$ cat src/hdl/ffd_pkg.sv
// Shared types and constants for the fixed-length frame deframer.
// Used by ffd_ctrl, ffd_dpath and fixed_length_frame_deframer; no dependencies.
`timescale 1ns / 1ps

package ffd_pkg;

  // Beat field widths
  localparam int BYTE_W  = 8;
  localparam int INDEX_W = 6;
  localparam int CFG_IDX_W = 3;

  typedef logic [BYTE_W-1:0]    byte_t;
  typedef logic [INDEX_W-1:0]   index_t;
  typedef logic [CFG_IDX_W-1:0] cfg_idx_t;

  // Register indexes on the configuration port
  localparam cfg_idx_t REG_HEADER_FIRST  = 3'd0;
  localparam cfg_idx_t REG_HEADER_SECOND = 3'd1;
  localparam cfg_idx_t REG_TAIL_FIRST    = 3'd2;
  localparam cfg_idx_t REG_TAIL_SECOND   = 3'd3;

  // Register reset values
  localparam byte_t RST_HEADER_FIRST  = 8'd170;
  localparam byte_t RST_HEADER_SECOND = 8'd85;
  localparam byte_t RST_TAIL_FIRST    = 8'd13;
  localparam byte_t RST_TAIL_SECOND   = 8'd10;

  // Result kinds
  localparam logic KIND_PAYLOAD = 1'b0;
  localparam logic KIND_ERROR   = 1'b1;

  // Parser states, one-hot
  typedef enum logic [5:0] {
    ST_HEAD0 = 6'b000001,
    ST_HEAD1 = 6'b000010,
    ST_DATA  = 6'b000100,
    ST_TAIL0 = 6'b001000,
    ST_TAIL1 = 6'b010000,
    ST_DRAIN = 6'b100000
  } state_t;

  // Controller to datapath commands
  typedef struct packed {
    logic wr_en;     // store the accepted byte in the payload memory
    logic rd_en;     // read one payload entry into the drain stage
    logic rd_last;   // the entry read is the final one of the frame
    logic err_load;  // load a frame-error result into the output register
  } cmd_t;

  // Datapath to controller status
  typedef struct packed {
    logic hdr_first_hit;
    logic hdr_second_hit;
    logic tail_first_hit;
    logic tail_second_hit;
    logic rd_free;   // drain stage can take a read this cycle
    logic err_ok;    // drain stage empty and output register free
  } sts_t;

endpackage

$ cat src/hdl/fixed_length_frame_deframer.sv
// Fixed-length frame deframer: one received byte per input beat, two-byte
// header, PAYLOAD_BYTES (1 to 64) payload bytes and a two-byte tail; a good tail
// releases the payload as PAYLOAD_BYTES beats with byte_index and last, a bad
// second tail byte gives one frame-error beat (kind 1). Header and tail values
// are set through the cfg port (index 0..3; other indexes are ignored) and
// should be written only while the block is idle. Input bytes are taken one
// per cycle while hunting and storing. The second tail byte is held off until
// the drain stage is empty and the output register is free or being taken, so
// a frame that ends while earlier results still wait stalls there. After a good
// tail the input is held off while the payload memory is read out through its
// single read port, one entry per cycle while the output does not stall;
// results pass from the read into the drain stage and then the output
// register, and the next frame's bytes are taken while the last results still
// wait. The payload memory needs no clearing after reset.
// Depends on ffd_pkg, ffd_ctrl and ffd_dpath.
`timescale 1ns / 1ps

module fixed_length_frame_deframer #(
  parameter int PAYLOAD_BYTES = 24
) (
  input  logic              clk,
  input  logic              rst_n,
  // Configuration writes
  input  logic              cfg_valid,
  output logic              cfg_ready,
  input  ffd_pkg::cfg_idx_t cfg_index,
  input  ffd_pkg::byte_t    cfg_data,
  // Received bytes
  input  logic              in_valid,
  output logic              in_ready,
  input  ffd_pkg::byte_t    in_rx_byte,
  // Results
  output logic              out_valid,
  input  logic              out_ready,
  output logic              out_kind,
  output ffd_pkg::byte_t    out_data_byte,
  output ffd_pkg::index_t   out_byte_index,
  output logic              out_last
);

  localparam int AW = (PAYLOAD_BYTES > 1) ? $clog2(PAYLOAD_BYTES) : 1;

  ffd_pkg::cmd_t cmd;
  ffd_pkg::sts_t sts;
  logic [AW-1:0] wr_addr;
  logic [AW-1:0] rd_addr;

  // Registers take a write every cycle
  assign cfg_ready = 1'b1;

  ffd_ctrl #(
    .PAYLOAD_BYTES(PAYLOAD_BYTES),
    .AW(AW)
  ) u_ctrl (
    .clk     (clk),
    .rst_n   (rst_n),
    .in_valid(in_valid),
    .in_ready(in_ready),
    .sts     (sts),
    .cmd     (cmd),
    .wr_addr (wr_addr),
    .rd_addr (rd_addr)
  );

  ffd_dpath #(
    .PAYLOAD_BYTES(PAYLOAD_BYTES),
    .AW(AW)
  ) u_dpath (
    .clk           (clk),
    .rst_n         (rst_n),
    .cfg_we        (cfg_valid && cfg_ready),
    .cfg_index     (cfg_index),
    .cfg_data      (cfg_data),
    .in_rx_byte    (in_rx_byte),
    .cmd           (cmd),
    .wr_addr       (wr_addr),
    .rd_addr       (rd_addr),
    .sts           (sts),
    .out_valid     (out_valid),
    .out_ready     (out_ready),
    .out_kind      (out_kind),
    .out_data_byte (out_data_byte),
    .out_byte_index(out_byte_index),
    .out_last      (out_last)
  );

endmodule

$ cat src/hdl/ffd_ctrl.sv
// Parser state machine and payload counters of the frame deframer.
// Depends on ffd_pkg; drives commands to ffd_dpath.
`timescale 1ns / 1ps

module ffd_ctrl #(
  parameter int PAYLOAD_BYTES = 24,
  parameter int AW = 5
) (
  input  logic          clk,
  input  logic          rst_n,
  input  logic          in_valid,
  output logic          in_ready,
  input  ffd_pkg::sts_t sts,
  output ffd_pkg::cmd_t cmd,
  output logic [AW-1:0] wr_addr,
  output logic [AW-1:0] rd_addr
);

  localparam logic [AW-1:0] LAST_ADDR = AW'(PAYLOAD_BYTES - 1);

  ffd_pkg::state_t state_r, state_nxt;
  logic [AW-1:0]   wr_cnt_r, wr_cnt_nxt;
  logic [AW-1:0]   rd_cnt_r, rd_cnt_nxt;
  logic            in_acc;

  // Hold off input while draining, and in the second tail wait until an error
  // result could be placed behind everything already queued
  always_comb begin
    case (state_r)
      ffd_pkg::ST_DRAIN: in_ready = 1'b0;
      ffd_pkg::ST_TAIL1: in_ready = sts.err_ok;
      default:           in_ready = 1'b1;
    endcase
  end

  assign in_acc  = in_valid && in_ready;
  assign wr_addr = wr_cnt_r;
  assign rd_addr = rd_cnt_r;

  // Next state, counters and commands
  always_comb begin
    state_nxt    = state_r;
    wr_cnt_nxt   = wr_cnt_r;
    rd_cnt_nxt   = rd_cnt_r;
    cmd          = '0;
    case (state_r)
      ffd_pkg::ST_HEAD0: begin
        if (in_acc && sts.hdr_first_hit) state_nxt = ffd_pkg::ST_HEAD1;
      end
      ffd_pkg::ST_HEAD1: begin
        if (in_acc) begin
          if (sts.hdr_second_hit) begin
            wr_cnt_nxt = '0;
            state_nxt  = ffd_pkg::ST_DATA;
          end else if (!sts.hdr_first_hit) begin
            state_nxt = ffd_pkg::ST_HEAD0;
          end
        end
      end
      ffd_pkg::ST_DATA: begin
        if (in_acc) begin
          cmd.wr_en = 1'b1;
          if (wr_cnt_r == LAST_ADDR) begin
            state_nxt = ffd_pkg::ST_TAIL0;
          end else begin
            wr_cnt_nxt = wr_cnt_r + 1'b1;
          end
        end
      end
      ffd_pkg::ST_TAIL0: begin
        if (in_acc) begin
          if (sts.tail_first_hit) begin
            state_nxt = ffd_pkg::ST_TAIL1;
          end else if (sts.hdr_first_hit) begin
            state_nxt = ffd_pkg::ST_HEAD1;
          end else begin
            state_nxt = ffd_pkg::ST_HEAD0;
          end
        end
      end
      ffd_pkg::ST_TAIL1: begin
        if (in_acc) begin
          if (sts.tail_second_hit) begin
            rd_cnt_nxt = '0;
            state_nxt  = ffd_pkg::ST_DRAIN;
          end else begin
            cmd.err_load = 1'b1;
            state_nxt    = ffd_pkg::ST_HEAD0;
          end
        end
      end
      ffd_pkg::ST_DRAIN: begin
        // Advance one entry whenever the drain stage has room
        if (sts.rd_free) begin
          cmd.rd_en = 1'b1;
          if (rd_cnt_r == LAST_ADDR) begin
            cmd.rd_last = 1'b1;
            state_nxt   = ffd_pkg::ST_HEAD0;
          end else begin
            rd_cnt_nxt = rd_cnt_r + 1'b1;
          end
        end
      end
      default: begin
        state_nxt = ffd_pkg::ST_HEAD0;
      end
    endcase
  end

  always_ff @(posedge clk) begin
    if (!rst_n) begin
      state_r  <= ffd_pkg::ST_HEAD0;
      wr_cnt_r <= '0;
      rd_cnt_r <= '0;
    end else begin
      state_r  <= state_nxt;
      wr_cnt_r <= wr_cnt_nxt;
      rd_cnt_r <= rd_cnt_nxt;
    end
  end

endmodule

$ cat src/hdl/ffd_dpath.sv
// Datapath of the frame deframer: delimiter registers and compares, payload
// memory, drain stage and output register. Depends on ffd_pkg; run by ffd_ctrl.
`timescale 1ns / 1ps

module ffd_dpath #(
  parameter int PAYLOAD_BYTES = 24,
  parameter int AW = 5
) (
  input  logic              clk,
  input  logic              rst_n,
  input  logic              cfg_we,
  input  ffd_pkg::cfg_idx_t cfg_index,
  input  ffd_pkg::byte_t    cfg_data,
  input  ffd_pkg::byte_t    in_rx_byte,
  input  ffd_pkg::cmd_t     cmd,
  input  logic [AW-1:0]     wr_addr,
  input  logic [AW-1:0]     rd_addr,
  output ffd_pkg::sts_t     sts,
  output logic              out_valid,
  input  logic              out_ready,
  output logic              out_kind,
  output ffd_pkg::byte_t    out_data_byte,
  output ffd_pkg::index_t   out_byte_index,
  output logic              out_last
);

  ffd_pkg::byte_t  hdr_first_r, hdr_second_r, tail_first_r, tail_second_r;
  ffd_pkg::byte_t  mem [PAYLOAD_BYTES];

  ffd_pkg::byte_t  rd_data_r;
  ffd_pkg::index_t rd_index_r;
  logic            rd_last_r;
  logic            rd_vld_r;

  logic            out_valid_r;
  logic            out_kind_r;
  ffd_pkg::byte_t  out_data_r;
  ffd_pkg::index_t out_index_r;
  logic            out_last_r;

  logic            out_free;
  logic            out_load;

  // Delimiter registers; unknown indexes are dropped
  always_ff @(posedge clk) begin
    if (!rst_n) begin
      hdr_first_r   <= ffd_pkg::RST_HEADER_FIRST;
      hdr_second_r  <= ffd_pkg::RST_HEADER_SECOND;
      tail_first_r  <= ffd_pkg::RST_TAIL_FIRST;
      tail_second_r <= ffd_pkg::RST_TAIL_SECOND;
    end else if (cfg_we) begin
      case (cfg_index)
        ffd_pkg::REG_HEADER_FIRST:  hdr_first_r   <= cfg_data;
        ffd_pkg::REG_HEADER_SECOND: hdr_second_r  <= cfg_data;
        ffd_pkg::REG_TAIL_FIRST:    tail_first_r  <= cfg_data;
        ffd_pkg::REG_TAIL_SECOND:   tail_second_r <= cfg_data;
        default: ;
      endcase
    end
  end

  // Compare the incoming byte against each delimiter
  assign out_free = !out_valid_r || out_ready;
  assign out_load = rd_vld_r && out_free;

  always_comb begin
    sts.hdr_first_hit   = (in_rx_byte == hdr_first_r);
    sts.hdr_second_hit  = (in_rx_byte == hdr_second_r);
    sts.tail_first_hit  = (in_rx_byte == tail_first_r);
    sts.tail_second_hit = (in_rx_byte == tail_second_r);
    sts.rd_free         = !rd_vld_r || out_load;
    sts.err_ok          = !rd_vld_r && out_free;
  end

  // Payload memory: one write port, one registered read port
  always_ff @(posedge clk) begin
    if (cmd.wr_en) mem[wr_addr] <= in_rx_byte;
  end

  always_ff @(posedge clk) begin
    if (cmd.rd_en) begin
      rd_data_r  <= mem[rd_addr];
      rd_index_r <= ffd_pkg::INDEX_W'(rd_addr);
      rd_last_r  <= cmd.rd_last;
    end
  end

  // Drain stage occupancy
  always_ff @(posedge clk) begin
    if (!rst_n) begin
      rd_vld_r <= 1'b0;
    end else if (cmd.rd_en) begin
      rd_vld_r <= 1'b1;
    end else if (out_load) begin
      rd_vld_r <= 1'b0;
    end
  end

  // Output register: error result, next payload beat, or drop the taken beat
  always_ff @(posedge clk) begin
    if (!rst_n) begin
      out_valid_r <= 1'b0;
    end else if (cmd.err_load || out_load) begin
      out_valid_r <= 1'b1;
    end else if (out_ready) begin
      out_valid_r <= 1'b0;
    end
  end

  always_ff @(posedge clk) begin
    if (cmd.err_load) begin
      out_kind_r  <= ffd_pkg::KIND_ERROR;
      out_data_r  <= '0;
      out_index_r <= '0;
      out_last_r  <= 1'b1;
    end else if (out_load) begin
      out_kind_r  <= ffd_pkg::KIND_PAYLOAD;
      out_data_r  <= rd_data_r;
      out_index_r <= rd_index_r;
      out_last_r  <= rd_last_r;
    end
  end

  assign out_valid      = out_valid_r;
  assign out_kind       = out_kind_r;
  assign out_data_byte  = out_data_r;
  assign out_byte_index = out_index_r;
  assign out_last       = out_last_r;

endmodule

$ cat config.mk
export PLATFORM = sky130hd
export DESIGN_NAME = fixed_length_frame_deframer
export DESIGN_NICKNAME = d
export VERILOG_FILES = /design/src/hdl/ffd_pkg.sv /design/src/hdl/fixed_length_frame_deframer.sv /design/src/hdl/ffd_ctrl.sv /design/src/hdl/ffd_dpath.sv
export SDC_FILE = /design/constraint.sdc
export NUM_CORES = 1
export LEC_CHECK = 0
export ABC_AREA = 0
export BUFFER_PORTS_ARGS = -buffer_cell sky130_fd_sc_hd__buf_2
export CAP_MARGIN = 10
export CORE_MARGIN = 10
export CORE_UTILIZATION = 45
export CTS_BUF_LIST = sky130_fd_sc_hd__clkbuf_16
export DETAILED_ROUTE_END_ITERATION = 10
export GPL_TIMING_DRIVEN = 0
export PLACE_DENSITY_LB_ADDON = 0.05
export SYNTH_ARGS = -nofsm -noshare
export SYNTH_HDL_FRONTEND = slang
export SYNTH_SLANG_ARGS = --single-unit
$ cat constraint.sdc
create_clock -name clk -period 6.5 [get_ports clk]
set_input_delay 1.3 -clock clk [delete_from_list [all_inputs] [get_ports clk]]
set_output_delay 1.3 -clock clk [all_outputs]
set_load 0.01 [all_outputs]
; Word-level counts from Yosys, hierarchy flattened
; Memories as Yosys holds them, arrays and structs flattened. A register that Yosys moved wholly into a read port is not among the register bits.
; Index checks and enable logic that the tools add are counted.
[classes]
mux = 39
n_mul = 0
eq_ne = 28
shift = 0
n_div = 0
n_bitwise = 0
n_reduce_logical = 22
order_cmp = 0
addsub = 2
[ops]
columns = cell, count
row1 = 2-to-1 mux 6 bit, 12
row2 = 2-to-1 mux 5 bit, 8
row3 = case mux 6 bit (6 select lines), 1
row4 = equality test 8 bit, 4
row5 = case mux 5 bit (2 select lines), 2
row6 = inequality test 2 x 1 -> 1 bit (second input constant), 7
row7 = 2-to-1 mux 1 bit, 12
row8 = adder 5 x 1 -> 5 bit (second input constant), 2
row9 = equality test 5 bit (second input constant), 2
row10 = inequality test 2 bit (second input constant), 5
row11 = AND reduction 2 bit, 5
row12 = AND reduction 5 bit, 2
row13 = AND reduction 9 bit, 1
row14 = nonzero test 2 bit, 4
row15 = equality test 3 x 2 -> 1 bit (second input constant), 2
row16 = equality test 6 x 1 -> 1 bit (second input constant), 1
row17 = equality test 6 x 2 -> 1 bit (second input constant), 1
row18 = equality test 6 x 3 -> 1 bit (second input constant), 1
row19 = equality test 6 x 4 -> 1 bit (second input constant), 1
row20 = equality test 6 x 5 -> 1 bit (second input constant), 1
row21 = equality test 6 bit (second input constant), 1
row22 = 2-to-1 mux 2 bit, 3
row23 = logical AND 1 bit, 4
row24 = equality test 3 x 1 -> 1 bit (second input constant), 1
row25 = other kinds (5), 8
[totals]
n_memories = 1
ramBits = 192
rom_bits = 0
elab_cells = 107
ff_bits = 71
input_bits = 24
latch_bits = 0
[memory_table]
columns = memory, words, word_bits, rd, rd_clocked_by_memory_dff, wr, line
row1 = u_dpath.mem, 24, 8, 1, 1, 1, ffd_dpath.sv:28  ; ffd_pkg::byte_t mem [PAYLOAD_BYTES];

; Longest topological paths before layout
[depth]
word_depth = 9
mapped_depth = 8

; Modules after synthesis
; Synthesis repeated with hierarchy kept, for this count alone.
[hier_totals]
cells_unflattened = 787
hier_area_um2 = 11300.8
[modules_own_cells]
columns = module, cells_per_inst, area_per_inst_um2, instances, seq_area_each_um2
row1 = ffd_dpath, 649, 10139.7, 1, 7166.9
row2 = ffd_ctrl, 136, 1149.9, 1, 320.3
row3 = fixed_length_frame_deframer, 2, 11.3, 1, 0.0

; Worst setup path before layout
; OpenSTA, ideal clock, no wires.
[synth_timing]
path_type = input to output
startpoint = input out_ready
endpoint = output in_ready
n_path_buf = 0
cell_stages = 3
arrival_ps = 1937
path_slack_ps = 3263
path_cell_list = nor2b_1 > o2111ai_1 > and2_1
[synth_between]
elab_chain_cells = 3
[synth_rtl]
columns = element, line
row1 = "start, declared", fixed_length_frame_deframer.sv:34  ; input logic out_ready,
row2 = logical OR 1 bit, ffd_dpath.sv:63  ; assign out_free = !out_valid_r || out_ready;
row3 = logical AND 1 bit, ffd_dpath.sv:72  ; sts.err_ok = !rd_vld_r && out_free;
row4 = case mux 1 bit (2 select lines), ffd_ctrl.sv:29  ; case (state_r)
row5 = "end, declared", fixed_length_frame_deframer.sv:30  ; output logic in_ready,
; Every way passes these cells.

; Final worst setup path
[layout_timing]
startpoint = register u_ctrl.state_r[2]
endpoint = output in_ready
[layout_between]
elab_chain_cells = 2
[layout_rtl]
columns = element, line
row1 = "start, declared", ffd_ctrl.sv:21  ; ffd_pkg::state_t state_r, state_nxt;
row2 = "start signal, assigned", ffd_ctrl.sv:112  ; state_r <= ffd_pkg::ST_HEAD0;
row3 = "start signal, assigned", ffd_ctrl.sv:116  ; state_r <= state_nxt;
row4 = equality test 6 x 5 -> 1 bit or equality test 6 bit (tied branches), ffd_ctrl.sv:29
row5 = case mux 1 bit (2 select lines) (*), ffd_ctrl.sv:29
; Mark *: on every way between the ends. The rest lies on a longest branch, timed or not.

==> out/qor.yml <==
outcome:
  status: "finished clean"
floorplanning:
  io_pins: 43
  start_util: 0.457
  die-height_um: 177
  core-area_mm2: 0.0242
  rows: 57
  die_area_mm2: 0.0313
  die_w_um: 177
clock_network:
  cts_max_level: 1
  cts_root_buf: "clkbuf_16"
  clock_sinks: 271
  clk_pin_slew_ns: 0.06
  hold_buffers: 0
  cts_resized: 0
  cts_setup_buffers: 0
  cts_tree: "built"
  clk_latency_ns: 0.53
  cts_buffer_depth: 3
  cts_buffers: 29
logic_synthesis:
  syn_avg_cell_area_um2: 14.6
  yosysSeqAreaShare: 0.676
  postSynthCellCount: 757
  synth.most_common_cell: "edfxtp_1"
  synth_cell_types: 57
  synth_top_area_cell: "edfxtp_1"
  ys_ff_latch: 271
  ys_async_sr_fraction: 0
  synth_enable_flop_cells: 206
  yosys_warnings: 0
  synthTopCellsByArea: "edfxtp_1 (56%), dfxtp_1 (12%), mux4_2 (11%), nand2_1 (3.9%), a21oi_1 (2.3%)"
  synth_ff_type: "edfxtp_1"
  synth_top_area_frac: 0.559
  synth.cell_area_mm2: 0.0111
  synth_nets: 786
  synth_common_cells: "edfxtp_1 (206), nand2_1 (115), dfxtp_1 (65)"
cells_and_area:
  final_nets: 857
  drive_above_1_share: 0.192
  diodes: 0
  post_layout_nonfiller_instances: 1174
  areaGrowthSynthToFinish_pct: 13.1
  nFillCells: 2081
timing:
  skew_ns: 0.00703
  hold_slack_ns: 0.430
  rsz0062_at_grt: "no"
  setup_viol: 0
  slew_viol_final: 0
  tns_ns: 0
  min_period_ns: 3.60
  worstMarginPinSlew_ns: 0.887
  hold_viol: 0
  clock.fmax_mhz: 278
  fin_crit_sh: 0.554
  setup_slack_ns: 2.90
  relSlewSlack: 0.404
power_and_ir_drop:
  power_frac_seq: 0.538
  p_comb_frac: 0.044
  power.leakage_uw: 0.00408
  clkPwrFrac: 0.418
  peakVddDrop_uv: 198
  p_int_uw: 2730
  swShare: 0.216
  power_density_mw_per_mm2: 279
  p_sw_uw: 755
critical_path:
  cp-start-kind: "flip-flop"
  cp.required_ns: 5.20
  worstPathArrival_ns: 2.30
  endpoint: "in_ready"
  r2r_start: "u_ctrl.rd_addr[1]$_SDFFE_PN0P_"
  critPathKind: "reg2out"
  rrSetupSlack_ns: 3.64
  reg2reg_to: "u_dpath.rd_data_r[7]$_DFFE_PP_"
  crit_fanout: 10
  reg2reg_depth: 6
  end_kind: "output port"
  startpoint: "u_ctrl.state_r[2]$_SDFFE_PN0P_"
routing:
  remaining_drc_errors: 0
  wl_per_cell_um: 20.8
  antenna_left: 0
  num_vias: 6299
  drtPass1Iterations: 5
  vias_per_cell: 5.37
  drt-initial-drc-count: 470
  routed_wl_mm: 24.4
worst_hold_path:
  hp-class: "reg2reg"
global_route:
  grt_usage: 0.156
  grt_overflow_total: 0
  grt_pass1_vias: 6541
  grt_pass1_wl_mm: 37.6
  grt_antenna_before_repair: 0
  grt_start_max_net_pins: 26
place:
  dpl.hpwl_mm: 16.6
  place_congestion: 0.824
  dp_slack_ns: 2.44
  port_buffers: 39
  place_inst: 1120
job:
  cap_violations: 0
## power by group through the flow
| stage | combinational, uW | sequential, uW | clock (uW) |
|---|---|---|---|
| after floorplan | 98.4 | 1910 | 0 |
| after global placement | 149 | 1910 | 0 |
| after detailed placement | 154 | 1910 | 0 |
| after CTS | 154 | 1880 | 1490 |
| after global routing | 169 | 1880 | 1560 |
| final | 155 | 1880 | 1460 |
## cell usage in the layout (no fill, tap or decap), types with 6 or more instances in the layout
| cell type | n |
|---|---|
| clkbuf_16 | 29 |
| nand3_1 | 21 |
| nand2_1 | 115 |
| xor2_1 | 9 |
| nor2_1 | 53 |
| buf_2 | 48 |
| dfxtp_1 | 65 |
| nor3_1 | 8 |
| o21ai_0 | 7 |
| mux2i_1 | 12 |
| clkbuf_1 | 26 |
| xnor2_1 | 24 |
| clkinv_1 | 9 |
| a21oi_1 | 50 |
| edfxtp_1 | 206 |
| nand4_1 | 9 |
| inv_1 | 8 |
| mux4_2 | 56 |
| buf_1 | 6 |
## cells by family after synthesis
| kind of cell | synth area share |
|---|---|
| multiplexers | 0.125 |
| adder cells (fa/ha/maj) | 0.00565 |
| XOR/XNOR | 0.0261 |
| other | 0.000678 |
| flip-flops | 0.676 |
| AND/OR/NAND/NOR | 0.103 |
| buffers and inverters | 0.0207 |
| AO/OA/AOI/OAI | 0.0429 |
## flip-flops by register name, summed over array words and instances, names as in the netlist, 6 cells and up
signal / flops
u_ctrl.state_r: 6
u_dpath.tail_first_r: 8
u_dpath.rd_data_r: 8
u_dpath.mem: 192
u_dpath.out_data_byte: 8
u_dpath.hdr_first_r: 8
u_dpath.hdr_second_r: 8
u_dpath.tail_second_r: 8
## final cells by class
| type | instances | area [um2] | share of cell area |
|---|---|---|---|
| buffer | 46 | 206 | 0.0165 |
| clock buffer | 29 | 726 | 0.0580 |
| clock inverter | 24 | 116 | 0.00929 |
| inverter | 6 | 22.5 | 0.00180 |
| multi-input combinational | 434 | 3350 | 0.268 |
| sequential | 271 | 7490 | 0.598 |
| tap | 324 | 405 | 0.0324 |
| timing repair buffer | 40 | 203 | 0.0162 |
## routing by layer
metal / GRT usage / vias up / part of all wire
met1: 0.205 / 3142 / 0.45
met4: 0.0382 / 0 / 0.020
met5: 0 / - / 0
met3: 0.0279 / 36 / 0.045
li1: - / 2984 / -
met2: 0.263 / 137 / 0.49
## critical path, stage by stage, from the launching register on
cell and delay (ns):
dfxtp_1 0.30, buf_4 0.16, or4_4 0.53, or3b_1 0.35, buf_2 0.16, and2_1 0.14, buf_2 0.13
## how the worst min path moves through the flow
stage                                         startpoint                         endpoint  slack [ns]  cells after the start
after floorplan           u_ctrl.rd_addr[4]$_SDFFE_PN0P_  u_dpath.rd_index_r[4]$_DFFE_PP_        0.40                      0
after global placement    u_ctrl.rd_addr[4]$_SDFFE_PN0P_  u_dpath.rd_index_r[4]$_DFFE_PP_        0.42                      0
after detailed placement  u_ctrl.rd_addr[4]$_SDFFE_PN0P_  u_dpath.rd_index_r[4]$_DFFE_PP_        0.42                      0
after CTS                 u_ctrl.rd_addr[4]$_SDFFE_PN0P_  u_dpath.rd_index_r[4]$_DFFE_PP_        0.44                      0
after global routing      u_ctrl.rd_addr[4]$_SDFFE_PN0P_  u_dpath.rd_index_r[4]$_DFFE_PP_        0.46                      0
final                     u_ctrl.rd_addr[4]$_SDFFE_PN0P_  u_dpath.rd_index_r[4]$_DFFE_PP_        0.43                      0
## metrics by stage
step | area (um2) | total power, uW | utilization
final | 12500 | 3490 | 0.516
after global routing | 12500 | 3610 | 0.516
after CTS | 12500 | 3520 | 0.516
after detailed placement | 11700 | 2070 | 0.481
after global placement | 11700 | 2060 | 0.481
after floorplan | 11100 | 2010 | -
(Power assumes the default switching activity.)
